===== src/rtl/adts_pkg.sv =====
// shared types and constants for the adts frame deframer
// used by adts_parser, adts_out_stage and adts_frame_deframer; no dependencies
package adts_pkg;

  localparam int unsigned HeaderBytesDef = 7;
  localparam int unsigned LenW           = 13;

  localparam logic [7:0] SyncByte   = 8'hff;
  localparam logic [3:0] SyncNibble = 4'hf;

  typedef enum logic [1:0] {
    ST_HUNT = 2'd0,
    ST_HEAD = 2'd1,
    ST_BODY = 2'd2,
    ST_EMIT = 2'd3
  } state_e;

  typedef struct packed {
    logic [7:0]      data;
    logic            first;
    logic            last;
    logic [LenW-1:0] length;
    logic [1:0]      profile;
    logic [3:0]      rate;
    logic            trunc;
  } res_t;

endpackage


===== src/rtl/adts_parser.sv =====
// sync hunt, header capture and frame byte sequencing for the adts deframer
// depends on adts_pkg; feeds adts_out_stage
module adts_parser #(
  parameter int unsigned HEADER_BYTES = adts_pkg::HeaderBytesDef
) (
  input  logic             clk_i,
  input  logic             rst_ni,
  input  logic             in_valid_i,
  output logic             in_ready_o,
  input  logic [7:0]       in_byte_i,
  input  logic             in_end_i,
  input  logic             can_take_i,
  output logic             res_valid_o,
  output adts_pkg::res_t   res_o
);

  localparam int unsigned IdxW = $clog2(HEADER_BYTES);
  localparam logic [adts_pkg::LenW-1:0] HdrLen = adts_pkg::LenW'(HEADER_BYTES);
  localparam logic [IdxW-1:0] LastIdx = IdxW'(HEADER_BYTES - 1);

  adts_pkg::state_e           state_q, state_d;
  logic [7:0]                 prev_q, prev_d;
  logic [adts_pkg::LenW-1:0]  count_q, count_d;
  logic [adts_pkg::LenW-1:0]  len_held_q, len_held_d;
  logic                       end_q, end_d;
  logic [IdxW-1:0]            idx_q, idx_d;
  logic [7:0]                 store_q [HEADER_BYTES];

  logic                       accept;
  logic                       wr_sync, wr_head;
  logic [IdxW-1:0]            head_idx;
  logic [adts_pkg::LenW-1:0]  cnt_inc;
  logic [adts_pkg::LenW-1:0]  hdr_len;
  logic                       fin, done, cut;

  assign in_ready_o = can_take_i && (state_q != adts_pkg::ST_EMIT);
  assign accept     = in_valid_i && in_ready_o;
  assign head_idx   = count_q[IdxW-1:0];
  assign cnt_inc    = count_q + adts_pkg::LenW'(1);
  assign hdr_len    = {store_q[3][1:0], store_q[4], store_q[5][7:5]};

  always_comb begin
    state_d    = state_q;
    prev_d     = prev_q;
    count_d    = count_q;
    len_held_d = len_held_q;
    end_d      = end_q;
    idx_d      = idx_q;
    wr_sync    = 1'b0;
    wr_head    = 1'b0;
    fin        = 1'b0;
    done       = 1'b0;
    cut        = 1'b0;
    res_valid_o   = 1'b0;
    res_o.data    = in_byte_i;
    res_o.first   = 1'b0;
    res_o.last    = 1'b0;
    res_o.length  = len_held_q;
    res_o.profile = store_q[2][7:6];
    res_o.rate    = store_q[2][5:2];
    res_o.trunc   = 1'b0;
    case (state_q)
      adts_pkg::ST_HEAD: begin
        if (accept) begin
          wr_head = 1'b1;
          count_d = cnt_inc;
          if (cnt_inc < HdrLen) begin
            if (in_end_i) begin
              state_d = adts_pkg::ST_HUNT;
              prev_d  = 8'h00;
              count_d = '0;
            end
          end else if (hdr_len < HdrLen) begin
            // bogus length, drop header and resume the hunt
            state_d = adts_pkg::ST_HUNT;
            prev_d  = in_end_i ? 8'h00 : in_byte_i;
            count_d = '0;
          end else begin
            state_d    = adts_pkg::ST_EMIT;
            idx_d      = '0;
            end_d      = in_end_i;
            len_held_d = hdr_len;
          end
        end
      end
      adts_pkg::ST_EMIT: begin
        fin  = (idx_q == LastIdx);
        done = fin && (len_held_q == HdrLen);
        cut  = fin && !done && end_q;
        res_o.data  = store_q[idx_q];
        res_o.first = (idx_q == '0);
        res_o.last  = done || cut;
        res_o.trunc = cut;
        if (can_take_i) begin
          res_valid_o = 1'b1;
          idx_d       = idx_q + IdxW'(1);
          if (fin) begin
            if (done || end_q) begin
              state_d = adts_pkg::ST_HUNT;
              prev_d  = 8'h00;
              count_d = '0;
            end else begin
              state_d = adts_pkg::ST_BODY;
              count_d = HdrLen;
            end
          end
        end
      end
      adts_pkg::ST_BODY: begin
        done        = (cnt_inc >= len_held_q);
        res_o.last  = done || in_end_i;
        res_o.trunc = !done && in_end_i;
        if (accept) begin
          res_valid_o = 1'b1;
          count_d     = cnt_inc;
          if (done || in_end_i) begin
            state_d = adts_pkg::ST_HUNT;
            prev_d  = 8'h00;
            count_d = '0;
          end
        end
      end
      default: begin
        if (accept) begin
          if (prev_q == adts_pkg::SyncByte && in_byte_i[7:4] == adts_pkg::SyncNibble) begin
            wr_sync = 1'b1;
            if (in_end_i) begin
              state_d = adts_pkg::ST_HUNT;
              prev_d  = 8'h00;
              count_d = '0;
            end else begin
              state_d = adts_pkg::ST_HEAD;
              count_d = adts_pkg::LenW'(2);
            end
          end else begin
            state_d = adts_pkg::ST_HUNT;
            prev_d  = in_end_i ? 8'h00 : in_byte_i;
          end
        end
      end
    endcase
  end

  always_ff @(posedge clk_i or negedge rst_ni) begin
    if (!rst_ni) begin
      state_q    <= adts_pkg::ST_HUNT;
      prev_q     <= 8'h00;
      count_q    <= '0;
      len_held_q <= '0;
      end_q      <= 1'b0;
      idx_q      <= '0;
    end else begin
      state_q    <= state_d;
      prev_q     <= prev_d;
      count_q    <= count_d;
      len_held_q <= len_held_d;
      end_q      <= end_d;
      idx_q      <= idx_d;
    end
  end

  // header store holds no reset, every entry is written before it is read
  always_ff @(posedge clk_i) begin
    if (wr_sync) begin
      store_q[0] <= adts_pkg::SyncByte;
      store_q[1] <= in_byte_i;
    end
    if (wr_head) begin
      store_q[head_idx] <= in_byte_i;
    end
  end

  a_emit_blocks_input: assert property (@(posedge clk_i) disable iff (!rst_ni)
    state_q == adts_pkg::ST_EMIT |-> !in_ready_o)
    else $error("input taken during header burst");

  a_first_is_sync: assert property (@(posedge clk_i) disable iff (!rst_ni)
    res_valid_o && res_o.first |-> res_o.data == adts_pkg::SyncByte)
    else $error("frame does not start with sync byte");

  a_body_below_len: assert property (@(posedge clk_i) disable iff (!rst_ni)
    state_q == adts_pkg::ST_BODY |-> count_q < len_held_q && len_held_q > HdrLen)
    else $error("body count out of range");

  a_trunc_is_last: assert property (@(posedge clk_i) disable iff (!rst_ni)
    res_valid_o && res_o.trunc |-> res_o.last)
    else $error("truncated beat not marked last");

endmodule


===== src/rtl/adts_out_stage.sv =====
// output register with skid entry for the adts deframer result stream
// depends on adts_pkg
module adts_out_stage (
  input  logic           clk_i,
  input  logic           rst_ni,
  input  logic           push_i,
  input  adts_pkg::res_t push_res_i,
  output logic           can_take_o,
  output logic           out_valid_o,
  input  logic           out_ready_i,
  output adts_pkg::res_t out_res_o
);

  logic           out_valid_q, out_valid_d;
  logic           skid_valid_q, skid_valid_d;
  adts_pkg::res_t out_q, out_d;
  adts_pkg::res_t skid_q, skid_d;
  logic           pop;

  assign pop         = out_valid_q && out_ready_i;
  assign can_take_o  = !skid_valid_q;
  assign out_valid_o = out_valid_q;
  assign out_res_o   = out_q;

  always_comb begin
    out_valid_d  = out_valid_q;
    skid_valid_d = skid_valid_q;
    out_d        = out_q;
    skid_d       = skid_q;
    if (skid_valid_q) begin
      if (pop) begin
        out_d        = skid_q;
        skid_valid_d = 1'b0;
      end
    end else if (push_i) begin
      if (!out_valid_q || pop) begin
        out_d       = push_res_i;
        out_valid_d = 1'b1;
      end else begin
        skid_d       = push_res_i;
        skid_valid_d = 1'b1;
      end
    end else if (pop) begin
      out_valid_d = 1'b0;
    end
  end

  always_ff @(posedge clk_i or negedge rst_ni) begin
    if (!rst_ni) begin
      out_valid_q  <= 1'b0;
      skid_valid_q <= 1'b0;
    end else begin
      out_valid_q  <= out_valid_d;
      skid_valid_q <= skid_valid_d;
    end
  end

  always_ff @(posedge clk_i) begin
    out_q  <= out_d;
    skid_q <= skid_d;
  end

  a_skid_needs_out: assert property (@(posedge clk_i) disable iff (!rst_ni)
    skid_valid_q |-> out_valid_q)
    else $error("skid full while output empty");

  a_no_push_when_full: assert property (@(posedge clk_i) disable iff (!rst_ni)
    skid_valid_q |-> !push_i)
    else $error("push into full output stage");

  a_stall_fills_skid: assert property (@(posedge clk_i) disable iff (!rst_ni)
    out_valid_q && !out_ready_i && push_i |=> skid_valid_q)
    else $error("stalled push lost");

endmodule


===== src/rtl/adts_frame_deframer.sv =====
// a body beat taken on s_axis is registered in the output stage before it appears on m_axis
// throughput unless the output stage is full: one byte per cycle; a valid header's last byte
//   starts a burst of HEADER_BYTES header beats, one per cycle, with s_axis_tready held low
// a two-entry output stage keeps input flowing while one result waits downstream
// reset: async active low, returns to sync hunt; the header store is not reset
// top level, uses adts_pkg, adts_parser and adts_out_stage
module adts_frame_deframer #(
  parameter int unsigned HEADER_BYTES = adts_pkg::HeaderBytesDef
) (
  input  logic        clk_i,
  input  logic        rst_ni,
  input  logic        s_axis_tvalid,
  output logic        s_axis_tready,
  input  logic [7:0]  s_axis_tdata,   // data_byte
  input  logic        s_axis_tlast,   // buffer_end
  output logic        m_axis_tvalid,
  input  logic        m_axis_tready,
  output logic [31:0] m_axis_tdata,   // out_byte, frame_length, profile, rate_index, zero pad
  output logic [1:0]  m_axis_tuser,   // frame_first, truncated
  output logic        m_axis_tlast    // frame_last
);

  logic           can_take;
  logic           res_valid;
  adts_pkg::res_t res;
  adts_pkg::res_t out_res;

  adts_parser #(
    .HEADER_BYTES(HEADER_BYTES)
  ) u_parser (
    .clk_i       (clk_i),
    .rst_ni      (rst_ni),
    .in_valid_i  (s_axis_tvalid),
    .in_ready_o  (s_axis_tready),
    .in_byte_i   (s_axis_tdata),
    .in_end_i    (s_axis_tlast),
    .can_take_i  (can_take),
    .res_valid_o (res_valid),
    .res_o       (res)
  );

  adts_out_stage u_out (
    .clk_i       (clk_i),
    .rst_ni      (rst_ni),
    .push_i      (res_valid),
    .push_res_i  (res),
    .can_take_o  (can_take),
    .out_valid_o (m_axis_tvalid),
    .out_ready_i (m_axis_tready),
    .out_res_o   (out_res)
  );

  assign m_axis_tdata = {5'b0, out_res.rate, out_res.profile, out_res.length, out_res.data};
  assign m_axis_tuser = {out_res.trunc, out_res.first};
  assign m_axis_tlast = out_res.last;

endmodule


===== config.mk =====
export PLATFORM = sky130hd
export DESIGN_NAME = adts_frame_deframer
export DESIGN_NICKNAME = d
export VERILOG_FILES = /design/src/rtl/adts_pkg.sv /design/src/rtl/adts_parser.sv /design/src/rtl/adts_out_stage.sv /design/src/rtl/adts_frame_deframer.sv
export SDC_FILE = /design/constraint.sdc
export NUM_CORES = 1
export LEC_CHECK = 0
export BUFFER_PORTS_ARGS = -buffer_cell sky130_fd_sc_hd__buf_4
export CAP_MARGIN = 20
export CORE_ASPECT_RATIO = 0.8
export CORE_MARGIN = 2
export CORE_UTILIZATION = 35
export CTS_BUF_LIST = sky130_fd_sc_hd__clkbuf_4 sky130_fd_sc_hd__clkbuf_8
export DETAILED_ROUTE_END_ITERATION = 10
export MAX_ROUTING_LAYER = met4
export SYNTH_ARGS = -nofsm -noshare
export SYNTH_HDL_FRONTEND = slang
export SYNTH_SLANG_ARGS = --single-unit
export TNS_END_PERCENT = 50

===== constraint.sdc =====
create_clock -name clk_i -period 6.1 [get_ports clk_i]
set_input_delay 0.305 -clock clk_i [delete_from_list [all_inputs] [get_ports clk_i]]
set_output_delay 0.305 -clock clk_i [all_outputs]
set_load 0.1 [all_outputs]

==> impl_results.md <==
* Syn_area_per_cell at between 10 and 15 um^2
* Largest net degree at the start of global routing at 53
* Yosys top cell area share at 0.495
* Fin. Hold Viols at 0
* Yosys warning total at 0
* R2R setup slack at about 2.3 ns
* Clock power share at 0.295
* Starting Density at 0.360
* Via/cell ratio at around 5.3
* Vias at 4,627
* Worst Path Max Fanout at 11
* WHS Path Cells at 1
* HP Start: s_axis_tdata[3]
* Syn-to-layout area delta at 14.2%
* Worst Max-Slew Pin Slew at about 1.0 ns
* RSZ-0062 raised after global routing: false
* CTS tree: yes
* Sink of the worst hold path: u_parser.store_q[5][3]
* Max-slew violations at 0
* Ports at 50
* CP Capture Type: register
* Net Switching at ~0.83 mW
* Power Dens Cells at between 300 and 400 nW/um^2
* Max Freq at between 200 and 300 MHz
* Slew HR at 0.300
* WL per Instance at 18.9 um
* Comb pwr share at 0.215
* Cell taking the most area after synthesis: edfxtp_1
* Final cycle utilization of the critical path at 0.616
* Leakage at 3.22 nW
* DRC at 0
* Peak VDD IR at ~180 uV
* R2R Path End: u_parser.count_q[2]
* Antenna violations before repair at 0
* Most common cell after layout, fill and taps aside: edfxtp_1
* Synth Cell Area at about 7500 um^2
* ANT cells at 0
* Final-report setup violation count at 0
* Clk_lat worst skew at about 0.46 ns
* Placement Cell Area at between 8000 and 9000 um^2
* Yosys cell types at 55
* Drt pass-1 iters at 5
* Die area at approximately 23,000 um^2
* ANT nets after route at 0
* Most common flop cell mapped by yosys: edfxtp_1
* Max clock buf depth at 2
* CP required at 6.49 ns
* Synth Register Bits at between 150 and 200
* Grt ovf at 0
* Period minus WS final at between 3 and 4 ns
* Seq pwr share at 0.490
* First-pass GRT wire length at between 20,000 and 30,000 um
* P_int at 2.04 mW
* Layout cells sized above 1 at 0.231
* Post-CTS sizing at 0
* Status: finished, final reports clean
* Clock Sink Count at 166
* Max-cap violation count at 0
* Worst Path Arrival at 4.15 ns
* Nets@finish at between 600 and 700
* H-tree levels at 4
* Worst Reg-to-Reg Cells at 13
* EDFF count, synth at approximately 120
* Gr usage total at 0.156
* Switching Share at 0.290
* Setup crit start kind: register
* Chip width at roughly 170 um
* Clock Pin Slew Worst Setup and Hold Paths at approximately 0.09 ns
* Post-DP HPWL at approximately 11,000 um
* CP Class: register to register
* Total core area at around 21,000 um^2
* Die H at approximately 140 um
* Synth area leaders: edfxtp_1 (49%), dfrtp_1 (14%), mux2_2 (4.8%)
* Setup Fix Bufs, Post-CTS at 0
* WL final at around 16,000 um
* Reg2reg start: u_parser.count_q[1]
* PortBufs at 44
* CTS Buf Count at 17
* FP Rows at between 40 and 50
* Fraction of registers with async set/reset at 0.253
* Post-Syn Instances at 544
* Root buf cell: clkbuf_8
* Type of the worst min-delay path: primary input to register
* Commonest non-fill, non-tap cells in the layout: edfxtp_1 (124), buf_4 (48), nand2_1 (46)
* Vias in the first global route at between 4,000 and 5,000
* Sequential share of the synthesized area at 0.635
* Setup TNS at 0 ns
* Clk_skew at approximately 0.016 ns
* RePlAce Congestion at about 0.84
* DRT iter0 DRCs at ~330
* Post-route cell area at about 8600 um^2
-- logic make-up after synthesis --
| kind of cell | share of synthesized area |
|---|---|
| muxes | 0.108 |
| xor gates and xnor gates | 0.0105 |
| DFF | 0.635 |
| and+or+nand+nor | 0.0930 |
| other | 0.000498 |
| AOI/OAI and AO/OA | 0.0885 |
| adders and majority gates | 0.0313 |
| buffers and inverters | 0.0333 |
-- stage by stage --
stage | total power [mW] | utilization | cells | setup slack, ns | hold WS, ns
after floorplan | 1.88 | - | 548 | 2.89 | 0.00941
after global placement | 2.02 | 0.388 | 834 | 2.56 | 0.341
after detailed placement | 2.05 | 0.389 | 835 | 2.39 | 0.351
after CTS | 2.90 | 0.410 | 869 | 2.36 | 0.0864
after global routing | 3.02 | 0.412 | 871 | 1.89 | 0.104
final | 2.88 | 0.412 | 871 | 2.34 | 0.129
-- how the worst max path moves through the flow --
| stage | startpoint | to | slack (ns) | depth (start not counted) |
|---|---|---|---|---|
| after CTS | u_parser.count_q[1] | u_parser.count_q[4] | 2.36 | 13 |
| after global routing | u_parser.count_q[1] | u_parser.count_q[4] | 1.89 | 13 |
| final | u_parser.count_q[1] | u_parser.count_q[2] | 2.34 | 13 |
| after global placement | u_parser.count_q[1] | u_parser.count_q[4] | 2.56 | 13 |
| after detailed placement | u_parser.count_q[1] | u_parser.count_q[4] | 2.39 | 13 |
| after floorplan | u_parser.count_q[0] | u_parser.count_q[4] | 2.89 | 14 |
-- power groups by stage --
stage	sequential, mW	combinational (mW)	clock, mW
after global routing	1.42	0.684	0.913
after global placement	1.45	0.569	0
after CTS	1.41	0.622	0.869
after detailed placement	1.43	0.618	0
final	1.41	0.618	0.847
after floorplan	1.36	0.523	0
-- critical path, cell delays in order (launching register included) --
cell      delay (ns)
dfrtp_1         0.54
ha_1            0.35
nand3_1         0.18
or3_1           0.41
nand2_1         0.12
ha_1            0.27
a21oi_1         0.14
o21ai_0         0.10
nor3b_1         0.21
o211ai_1        0.16
a211oi_1        0.44
nor2_1          0.21
a221oi_1        0.40
a221o_1         0.18
-- layout make-up --
| type | instances | area [um^2] |
|---|---|---|
| Clock buffer | 18 | 241 |
| Clock inverter | 14 | 179 |
| Fill cell | 1902 | 12300 |
| Inverter | 25 | 93.8 |
| Multi-Input combinational cell | 326 | 2520 |
| Sequential cell | 166 | 4770 |
| Tap cell | 269 | 337 |
| Timing Repair Buffer | 53 | 443 |
-- synthesized netlist by cell type, types with 3 or more instances --
| master | number |
|---|---|
| edfxtp_1 | 124 |
| nand2_1 | 46 |
| dfrtp_1 | 42 |
| mux2_2 | 32 |
| o21ai_0 | 29 |
| inv_1 | 25 |
| nor2_1 | 25 |
| clkbuf_1 | 19 |
| a21oi_1 | 18 |
| ha_1 | 18 |
| mux4_2 | 16 |
| nand2b_1 | 12 |
| nand4_1 | 11 |
| a22o_1 | 10 |
| nand3_1 | 10 |
| a31oi_1 | 8 |
| mux2i_1 | 8 |
| o2bb2ai_1 | 7 |
| xnor2_1 | 7 |
| and4_1 | 5 |
| buf_2 | 5 |
| buf_4 | 5 |
| nor4_1 | 5 |
| and3_1 | 4 |
| nor3_1 | 4 |
| a21o_1 | 3 |
| nor2b_1 | 3 |
| o211ai_1 | 3 |
| o31ai_1 | 3 |
-- metal layers --
metal / track usage / wire length, um / vias up
met5: - / 0 / -
met4: 0.0493 / 194 / 0
met3: 0.0359 / 1040 / 17
met2: 0.224 / 7410 / 141
met1: 0.221 / 7820 / 2317
li1: - / - / 2152
-- registers in the layout, summed over array words and instances (netlist names) --
| signal | count |
|---|---|
| u_out.out_res_o | 30 |
| u_out.out_valid_o | 1 |
| u_out.skid_q | 30 |
| u_out.skid_valid_q | 1 |
| u_parser.count_q | 13 |
| u_parser.end_q | 1 |
| u_parser.idx_q | 3 |
| u_parser.len_held_q | 13 |
| u_parser.prev_q | 8 |
| u_parser.state_q | 2 |
| u_parser.store_q | 64 |
-- timing repair --
action                     CTS  global route
setup endpoints to repair    0             0
hold buffers                 2             0
hold endpoints to repair    43             0
No activity file was read; power rests on OpenSTA's default activity.
